<file path="src/hdl/mse_pkg.sv">
`timescale 1ns / 1ps
`default_nettype none
// ============================================================================
// mse_pkg
// Shared types and constants for the merge sort engine: controller states,
// datapath command and status bundles, default store depth.
// ============================================================================
package mse_pkg;

    // default number of entries in the data and scratch stores
    localparam int unsigned MAX_COUNT_DEF = 64;

    // controller states
    typedef enum logic [1:0] {
        ST_IDLE,
        ST_SETUP,
        ST_MERGE,
        ST_EMIT
    } t_state;

    // commands from controller to datapath
    typedef struct packed {
        logic load;        // store one incoming element
        logic sort_init;   // final element seen, prepare first pass
        logic pass_init;   // start a merge pass at the next run width
        logic merge_step;  // move one element into the destination buffer
        logic emit_init;   // point the read head at the sorted buffer start
        logic emit_step;   // present one sorted element
    } t_dp_cmd;

    // status from datapath to controller
    typedef struct packed {
        logic sort_done;   // next run width covers the whole set
        logic pass_end;    // current merge step writes the last element
        logic emit_last;   // current emit step is the final element
    } t_dp_status;

endpackage
`default_nettype wire

</file>
<file path="src/hdl/mse_ctrl.sv">
`timescale 1ns / 1ps
`default_nettype none
// ============================================================================
// mse_ctrl
// Sequencer for the merge sort engine: load, merge passes, result run.
// ============================================================================
module mse_ctrl (
    input  wire logic               i_clk,
    input  wire logic               i_rst_n,
    input  wire logic               i_start,
    input  wire logic               i_last_item,
    input  wire mse_pkg::t_dp_status i_status,
    output mse_pkg::t_dp_cmd        o_cmd,
    output logic                    o_busy
);

    mse_pkg::t_state r_state;
    mse_pkg::t_state n_state;

    // state register
    always_ff @(posedge i_clk) begin
        if (!i_rst_n) begin
            r_state <= mse_pkg::ST_IDLE;
        end else begin
            r_state <= n_state;
        end
    end

    // next state and commands
    always_comb begin
        n_state = r_state;
        o_cmd   = '0;
        o_busy  = (r_state != mse_pkg::ST_IDLE);
        unique case (r_state)
            mse_pkg::ST_IDLE: begin
                o_cmd.load      = i_start;
                o_cmd.sort_init = i_start && i_last_item;
                if (i_start && i_last_item) begin
                    n_state = mse_pkg::ST_SETUP;
                end
            end
            mse_pkg::ST_SETUP: begin
                if (i_status.sort_done) begin
                    o_cmd.emit_init = 1'b1;
                    n_state         = mse_pkg::ST_EMIT;
                end else begin
                    o_cmd.pass_init = 1'b1;
                    n_state         = mse_pkg::ST_MERGE;
                end
            end
            mse_pkg::ST_MERGE: begin
                o_cmd.merge_step = 1'b1;
                if (i_status.pass_end) begin
                    n_state = mse_pkg::ST_SETUP;
                end
            end
            mse_pkg::ST_EMIT: begin
                o_cmd.emit_step = 1'b1;
                if (i_status.emit_last) begin
                    n_state = mse_pkg::ST_IDLE;
                end
            end
            default: begin
                n_state = mse_pkg::ST_IDLE;
            end
        endcase
    end

endmodule
`default_nettype wire

</file>
<file path="config.mk">
export PLATFORM = sky130hd
export DESIGN_NAME = mse_ctrl
export DESIGN_NICKNAME = d
export VERILOG_FILES = /design/src/hdl/mse_pkg.sv /design/src/hdl/mse_ctrl.sv
export SDC_FILE = /design/constraint.sdc
export NUM_CORES = 1
export LEC_CHECK = 0
export ABC_AREA = 1
export BUFFER_PORTS_ARGS = -buffer_cell sky130_fd_sc_hd__clkbuf_2
export CAP_MARGIN = 20
export CELL_PAD_IN_SITES_DETAIL_PLACEMENT = 1
export CELL_PAD_IN_SITES_GLOBAL_PLACEMENT = 1
export CORE_AREA = 2 2 39 41
export CTS_BUF_LIST = sky130_fd_sc_hd__clkbuf_16
export DETAILED_ROUTE_END_ITERATION = 8
export DIE_AREA = 0 0 41 43
export GPL_TIMING_DRIVEN = 0
export PLACE_DENSITY_LB_ADDON = 0.3
export SETUP_SLACK_MARGIN = 0.05
export SYNTH_ARGS = -nofsm -noshare
export SYNTH_HDL_FRONTEND = slang
export SYNTH_SLANG_ARGS = --single-unit
</file>
<file path="constraint.sdc">
create_clock -name i_clk -period 1.5 [get_ports i_clk]
set_input_delay 0.15 -clock i_clk [delete_from_list [all_inputs] [get_ports i_clk]]
set_output_delay 0.15 -clock i_clk [all_outputs]
set_load 0.01 [all_outputs]
</file>
==> After elaboration in Yosys (flattened, before gate mapping) <==
Index checks and enable logic that the tools add are counted.
{ "op_classes": {"n_mux": 12, "add_sub_neg": 0, "bitwise": 0, "n_lt_le_gt_ge": 0, "div": 0, "n_shift": 0, "reduce_logical": 4, "multipliers": 0, "n_eq_ne": 6} }
{ "ops": {"columns": ["cell", "count"], "rows": [
  ["two-way mux 2 bit", 4],
  ["case mux 2 bit (4 select lines)", 1],
  ["two-way mux 1 bit", 7],
  ["!= test 2 bit (second input constant)", 3],
  ["equality test 2 bit (second input constant)", 2],
  ["AND reduction 3 bit", 1],
  ["equality test 2 x 1 -> 1 bit (second input constant)", 1],
  ["zero test 2 bit", 1],
  ["nonzero test 2 bit", 1],
  ["logical AND 1 bit", 1]
]} }
{ "word_totals": {"elab_cells": 23, "mem_bits_rw": 0, "inputBits": 7, "romBits": 0, "latchBits": 0, "memories": 0, "register_bits": 2, "output_inout_bits": 7} }

==> Logic depth before layout (Yosys ltp) <==
Gate-level depths: netlist of run 1.
{ "depth": {"word_depth": 3, "ltp_mapped": 5, "ltp_nobuf": 5} }

==> Worst setup path after synthesis of run 1 <==
No wires, ideal clock.
{ "synth_timing": {"path_kind": "register to output", "start": "register r_state[0]", "end": "output o_cmd[4] in the netlist's numbering", "arrival_time_ns": 0.830, "path_stages_with_launch": 4, "path_slack_ns": 0.520, "n_path_buf": 0, "required_ns": 1.350, "path_cell_list": "dfxtp_1 nor2_2 clkinv_1 nor2_1"} }
{ "synth_lines": {"columns": ["element", "line_no", "rtl"], "rows": [
  ["start, declared", "mse_ctrl.sv:17", "mse_pkg::t_state r_state;"],
  ["start signal, assigned", "mse_ctrl.sv:23", "r_state <= mse_pkg::ST_IDLE;"],
  ["start signal, assigned", "mse_ctrl.sv:25", "r_state <= n_state;"],
  ["end, declared", "mse_ctrl.sv:13", "output mse_pkg::t_dp_cmd o_cmd,"]
]} }

==> summary.md, run 1 <==
| Metric | Value |
|---|---|
| Die Ht | `between 40 and 50 um` |
| Layout Cells excl Fill | `between 60 and 70` |
| Hold buffers post-CTS | `0` |
| Storage cell area | `roughly 40 sq um` |
| Max Clock Skew | `around 3.4 ps` |
| Seq/Total Area, Yosys | `between 20% and 30%` |
| Hold Crit Class | `input pin to flop` |
| Num rows | `14` |
| Crit end category | `output port` |
| Crit path DAT | `roughly 1100 ps` |
| Reg with most FFs | `r_state` |
| Post-Syn Area per Cell | `about 5.4 sq um` |
| Synth unique cells | `11` |
| RSZ-0062 raised after global routing | `false` |
| RR Endpoint | `r_state[1]$_SDFFE_PN0P_` |
| Fin. Hold Viols | `0` |
| Clock group share of total power | `between 60 and 70%` |
| Clk root buf | `clkbuf_16` |
| Critical Path Stages | `4` |
| Switching Share | `between 20% and 30%` |
| Critical Path, Cell by Cell | `nor2_2 -> clkinv_1 -> nor2_1 -> clkbuf_2` |
| Max reg flops | `2` |
| WP data required | `about 1400 ps` |
| Final min period | `around 1300 ps` |
| Worst path bufs/invs | `2` |
| Status | `complete, no violations` |
| Yosys warns | `0` |
| CP max FO | `6` |
| Top sig layer | `met3` |
| Post-synth top cells | `nor2_1 (7), nand2_1 (6), inv_1 (5)` |
| WL met3 | `54 um` |
| Switching pwr | `~0.13 mW` |
| Vias/cell | `around 3.6` |
| WS Path Type | `flop to output port` |
| Seq pwr share | `approximately an eighth` |
| Initial Util | `approximately an eighth` |
| WL per Instance | `7.081 um` |
| Period utilization | `83.44%` |
| Area delta synth->final | `99.22%` |
| Dpl cells | `just under 60` |
| Pins Over Slew Limit | `0` |
| Ant. Diodes | `0` |
| CP Capture Point | `o_cmd[5]` |
| Final net count | `55` |
| CTS tree | `built` |
| Post-route setup TNS | `0 ps` |
| Synth area leader | `dfxtp_1` |
| Critical Path Source | `r_state[0]$_SDFFE_PN0P_` |
| Fraction of layout instances using a drive strength above 1 | `between 40 and 50%` |
| Number of flops mapped to enable cells by yosys | `0` |
| Global-route wire length before repair | `between 700 and 800 um` |
| Internal | `0.4449 mW` |
| Max cap viols | `0` |
| Slowest-stage cell, CP | `dfxtp_1` |
| FILL cells | `185` |
| DRT Pass-1 Iters | `4` |
| Iter 0 DRT Violations | `1` |
| Setup slack, reg-to-reg | `between 500 and 600 ps` |
| Detailed Place HPWL | `372.1 um` |
| Chip Width | `between 40 and 50 um` |
| Aggregate global routing overflow | `0` |
| Area of the core | `1384 sq um` |
| CTS H-tree lvls | `1` |
| DRT Wirelength | `approximately 440 um` |
| Largest stage delay on the critical path | `about 350 ps` |
| Post-synth top area share | `24.81%` |
| Die ar. | `approximately 1800 sq um` |
| I/O Buffers | `13` |
| I/O pin count | `14` |
| Synthesized net count | `37` |
| Worst r2r path cells | `5` |
| Mapped Area | `about 160 sq um` |
| Most common cell in the netlist | `nor2_1` |
| Main area contributors after synthesis | `dfxtp_1 (25%), nor2_1 (16%), nand2_1 (14%)` |
| #FFs+latches synth | `2` |
| Delay-heaviest family, CP | `flip-flops` |
| Final setup vio count | `0` |
| Finished Cell Area | `321.6 sq um` |
| Initial antenna violation count | `0` |
| Post-CTS Setup Bufs | `0` |
| DRC | `0` |
| Synth async-reset ratio | `0%` |
| CTS Buf Count | `3` |
| Worst vdd ir | `between 500 and 600 uV` |
| Pin count of the biggest net entering global routing | `7` |
| Placer Congestion | `around 0.62` |
| Wire length on met2 | `slightly below 200 um` |
| Final core utilization | `approximately 23%` |
| Pwr dens | `between 1500 and 2000 nW/um^2` |
| Clock Latency Late Sink | `around 220 ps` |
| Setup crit start kind | `flop` |
| GR Util All Layers | `6.907%` |
| Largest regs | `r_state: 2 flops` |
| Synth Instances | `30` |
| Slew headroom | `85.79%` |
| Post-cts sizing count | `0` |
| Routed vias | `around 220` |
| Multi-input logic area | `roughly 95 sq um` |
| Combinational share of power | `18.4%` |
| Worst Tran Pin Value | `roughly 210 ps` |
| Post-route ant nets | `0` |
| Leakage | `0.1855 nW` |
| Post-place instance area | `between 200 and 250 sq um` |
| CTS sink cnt | `2` |
| Vias in the first global route | `216` |
| WL met1 | `187 um` |
| Ys flop type | `dfxtp_1` |
| CTS clk-pin slew, worst paths | `approximately 30 ps` |
| CTS Buffer Depth | `2` |
| F_max | `0.7990 GHz` |
| Critical R2R Launch | `r_state[0]$_SDFFE_PN0P_` |
## worst min path at each step
stage                 start                      end  slack (ps)  cells past startpoint
finish              i_rst_n  r_state[0]$_SDFFE_PN0P_         170                      3
global route        i_rst_n  r_state[0]$_SDFFE_PN0P_         180                      3
CTS                 i_rst_n  r_state[0]$_SDFFE_PN0P_         160                      3
detailed placement  i_rst_n  r_state[1]$_SDFFE_PN0P_         390                      3
global placement    i_rst_n  r_state[1]$_SDFFE_PN0P_         400                      3
floorplan           i_rst_n  r_state[1]$_SDFFE_PN0P_         280                      2
## worst register-to-register path, stage by stage (launching register included)
cell      delay, ps
dfxtp_1         420
inv_1            80
nand3b_1        110
nand3_1          80
nor2_1          110
nor2_1           50
## layout make-up
cell class / instances / share of cell area (%)
Clock buffer: 3 / 23.35
Inverter: 7 / 8.171
Multi-Input combinational cell: 21 / 29.57
Sequential cell: 2 / 12.45
Tap cell: 16 / 6.226
Timing Repair Buffer: 13 / 20.23
## metrics by stage
step | total power, mW | setup WS, ps | hold slack [ps]
after global routing | 0.6201 | 111.2 | 177.7
after CTS | 0.5919 | 224.0 | 163.3
after floorplan | 0.1437 | 520.3 | 278.3
final | 0.5790 | 248.4 | 165.7
after global placement | 0.1864 | 455.2 | 395.1
after detailed placement | 0.1867 | 463.3 | 392.1
## cells by family (layout without fill, tap and decap cells)
logic type             after synthesis  after routing  share of synthesized area (%)
AOI/OAI and AO/OA                    1              1                          3.098
buffers and inverters                7             23                          16.28
DFF                                  2              2                          24.81
and+or+nand+nor                     20             20                          55.82
## power by group through the flow
stage / registers (mW) / clock network, mW / logic (mW)
2_1_floorplan: 0.0736 / 0 / 0.0701
3_5_place_dp: 0.0771 / 0 / 0.110
3_3_place_gp: 0.0767 / 0 / 0.110
5_1_grt: 0.0783 / 0.417 / 0.125
4_1_cts: 0.0763 / 0.406 / 0.110
6_report: 0.0762 / 0.396 / 0.107
## layer usage
layer  track usage (%)  up-vias
met5                 0        -
met4             6.000        0
met3             5.236        0
met2             9.063       10
met1             6.688       90
li1                  -      121
## placed cells by master (no fill, tap or decap), drive strengths merged
master   n
nand3b   1
a21oi    1
clkinv   1
dfxtp    2
inv      6
nand2    7
nand3    3
nor2     9
clkbuf  16
Note: power is estimated with default switching activity, not from simulation.
==> run 2, diff against run 1 <==
Clock period 1.5 ns to 1.2 ns, I/O delays scaled along.
==> run 2 against run 1 <==
Power up 29%. Global-route usage increased by 0.20 points. Die area stayed put. Flip-flop and latch count stayed put. Combinational power grew 44%. Clock skew hardly changed. First-iteration DRC count did not move. Cell count is 1.6% higher. Register-to-register slack got worse by 320 ps. Via count up 4.1%. Worst setup slack lost 120 ps. Cell area rose by 6.2%. Largest power group unchanged. Highest routed layer unchanged.
==> summary.md, run 2 (synthesis results as in run 1) <==
| Metric | Value |
|---|---|
| Status | `complete, no violations (unchanged)` |
| Pwr dens | `2192 nW/um^2 (was 1801 nW/um^2)` |
| Storage cell area | `45.04 sq um (was 40.04 sq um)` |
| Post-route setup TNS | `0 ps (unchanged)` |
| Global-route wire length before repair | `800 um (was 772 um)` |
| Hold Crit Depth | `3 (unchanged)` |
| Commonest non-fill, non-tap cells in the layout | `clkbuf_2 (11), nor2_1 (7), nand2_1 (6) (was clkbuf_2 (13), nor2_1 (7), nand2_1 (6))` |
| Fin. Hold Viols | `0 (unchanged)` |
| DRC | `0 (unchanged)` |
| Area delta synth->final | `111.6% (was 99.22%)` |
| CTS sink cnt | `2 (unchanged)` |
| Internal | `0.5745 mW (was 0.4449 mW)` |
| Largest regs | `r_state: 2 flops (unchanged)` |
| WS Path Type | `flop to output port (unchanged)` |
| Reg with most FFs | `r_state (unchanged)` |
| Pins Over Slew Limit | `0 (unchanged)` |
| WL per Instance | `6.937 um (was 7.081 um)` |
| Pin count of the biggest net entering global routing | `7 (unchanged)` |
| Max reg flops | `2 (unchanged)` |
| Chip Width | `41 um (unchanged)` |
| Placer Congestion | `0.6180 (unchanged)` |
| Routed vias | `230 (was 221)` |
| Worst Tran Pin Value | `134.7 ps (was 212.9 ps)` |
| GR Util All Layers | `7.107% (was 6.907%)` |
| Vias/cell | `3.651 (was 3.565)` |
| Worst vdd ir | `724.1 uV (was 572.8 uV)` |
| Crit path DAT | `950 ps (was 1100 ps)` |
| Num rows | `14 (unchanged)` |
| Iter 0 DRT Violations | `1 (unchanged)` |
| Slew headroom | `91.02% (was 85.79%)` |
| CP Capture Point | `o_cmd[5] (unchanged)` |
| Hold buffers post-CTS | `0 (unchanged)` |
| Initial Util | `11.66% (unchanged)` |
| Setup crit start kind | `flop (unchanged)` |
| Clk root buf | `clkbuf_16 (unchanged)` |
| Max Clock Skew | `3.125 ps (was 3.442 ps)` |
| Period utilization | `a little under 90%` |
| CTS H-tree lvls | `1 (unchanged)` |
| CTS clk-pin slew, worst paths | `30 ps (about the same)` |
| Fraction of layout instances using a drive strength above 1 | `51.06% (was 43.48%)` |
| CTS tree | `built (unchanged)` |
| Final min period | `roughly 1100 ps` |
| Switching Share | `23.29% (was 23.16%)` |
| WP data required | `1080 ps (was 1350 ps)` |
| DRT Wirelength | `437 um (was 439 um)` |
| Post-route worst setup slack | `126.0 ps (was 248.4 ps)` |
| Setup slack, reg-to-reg | `230 ps (was 550 ps)` |
| RSZ-0062 raised after global routing | `true (was false)` |
| Clock group share of total power | `65.9% (was 68.4%)` |
| Max cap viols | `0 (unchanged)` |
| Most common cell after layout, fill and taps aside | `clkbuf_2 (unchanged)` |
| Clock Latency Late Sink | `220 ps (about the same)` |
| Final net count | `56 (was 55)` |
| Finished Cell Area | `341.6 sq um (was 321.6 sq um)` |
| Initial antenna violation count | `0 (unchanged)` |
| Critical R2R Launch | `r_state[1]$_SDFFE_PN0P_ (was r_state[0]$_SDFFE_PN0P_)` |
| Switching pwr | `0.1744 mW (was 0.1341 mW)` |
| Hold Crit Class | `input pin to flop (unchanged)` |
| F_max | `around 0.93 GHz` |
| CTS Buffer Depth | `2 (unchanged)` |
| FILL cells | `180 (was 185)` |
| CTS Buf Count | `3 (unchanged)` |
| Area of the core | `1384 sq um (unchanged)` |
| Combinational share of power | `20.6% (was 18.4%)` |
| Post-route ant nets | `0 (unchanged)` |
| Worst r2r path cells | `6 (was 5)` |
| DRT Pass-1 Iters | `4 (unchanged)` |
| Multi-input logic area | `100.1 sq um (was 95.09 sq um)` |
| Ant. Diodes | `0 (unchanged)` |
| Aggregate global routing overflow | `0 (unchanged)` |
| RR Endpoint | `r_state[1]$_SDFFE_PN0P_ (unchanged)` |
| Detailed Place HPWL | `372.1 um (unchanged)` |
| Post-place instance area | `246.5 sq um (unchanged)` |
| Die Ht | `43 um (unchanged)` |
| I/O pin count | `14 (unchanged)` |
| Final setup vio count | `0 (unchanged)` |
| CP max FO | `6 (unchanged)` |
| Die ar. | `1763 sq um (unchanged)` |
| Seq pwr share | `13.5% (was 13.2%)` |
| Leakage | `0.1968 nW (was 0.1855 nW)` |
| Critical Path Source | `r_state[0]$_SDFFE_PN0P_ (unchanged)` |
| Place WS | `193.3 ps (was 463.3 ps)` |
| I/O Buffers | `13 (unchanged)` |
| Vias in the first global route | `226 (was 216)` |
| Crit end category | `output port (unchanged)` |
==> run 2: power groups by stage <==
stage	clock network [mW]	logic (mW)	registers (mW)
after floorplan	0	0.0876	0.0920
after global placement	0	0.137	0.0959
after detailed placement	0	0.137	0.0963
after CTS	0.507	0.151	0.0979
after global routing	0.521	0.179	0.105
final	0.493	0.154	0.101
==> run 2: critical path, stage by stage (launching register included) <==
cell	delay, ps
dfxtp_4	350
nor2_4	140
inv_4	50
nor2_1	70
buf_2	130
==> run 2: through the flow <==
| stage | power [mW] | util, % | instances | hold WS (ps) |
|---|---|---|---|---|
| 6_report | 0.7489 | 24.68 | 63 | 127.7 |
| 5_1_grt | 0.8045 | 24.68 | 63 | 138.8 |
| 4_1_cts | 0.7564 | 24.05 | 63 | 125.9 |
| 3_5_place_dp | 0.2333 | 17.81 | 59 | 362.1 |
| 3_3_place_gp | 0.2330 | 17.81 | 59 | 365.1 |
| 2_1_floorplan | 0.1796 | - | 30 | 248.3 |
==> run 2: how the worst min path moves through the flow <==
stage / to / from
floorplan: r_state[1]$_SDFFE_PN0P_ / i_rst_n
global placement: r_state[1]$_SDFFE_PN0P_ / i_rst_n
detailed placement: r_state[1]$_SDFFE_PN0P_ / i_rst_n
CTS: r_state[0]$_SDFFE_PN0P_ / i_rst_n
global route: r_state[0]$_SDFFE_PN0P_ / i_rst_n
finish: r_state[0]$_SDFFE_PN0P_ / i_rst_n
==> run 2: final cells by class <==
class                   count  area share (%)
clock buffers               3           21.98
multi-input cells          21           29.30
flip-flops and latches      2           13.19
well taps                  16           5.861
repair buffers             14           21.25
inverters                   7           8.425
==> run 2: metal layers <==
layer | GRT usage [%] | part of all wire [%]
met3 | 4.712 | 9.2
met4 | 6.000 | 0
met5 | 0 | 0
met2 | 9.688 | 46
met1 | 7.006 | 44
==> run 2: repair_timing <==
action | 4_1_cts | 5_1_grt
gates resized for setup | 3 | 5
buffers inserted | 1 | 0
endpoints found under the setup margin | 3 | 2
gates cloned | 0 | 0
pin swaps | 1 | 1
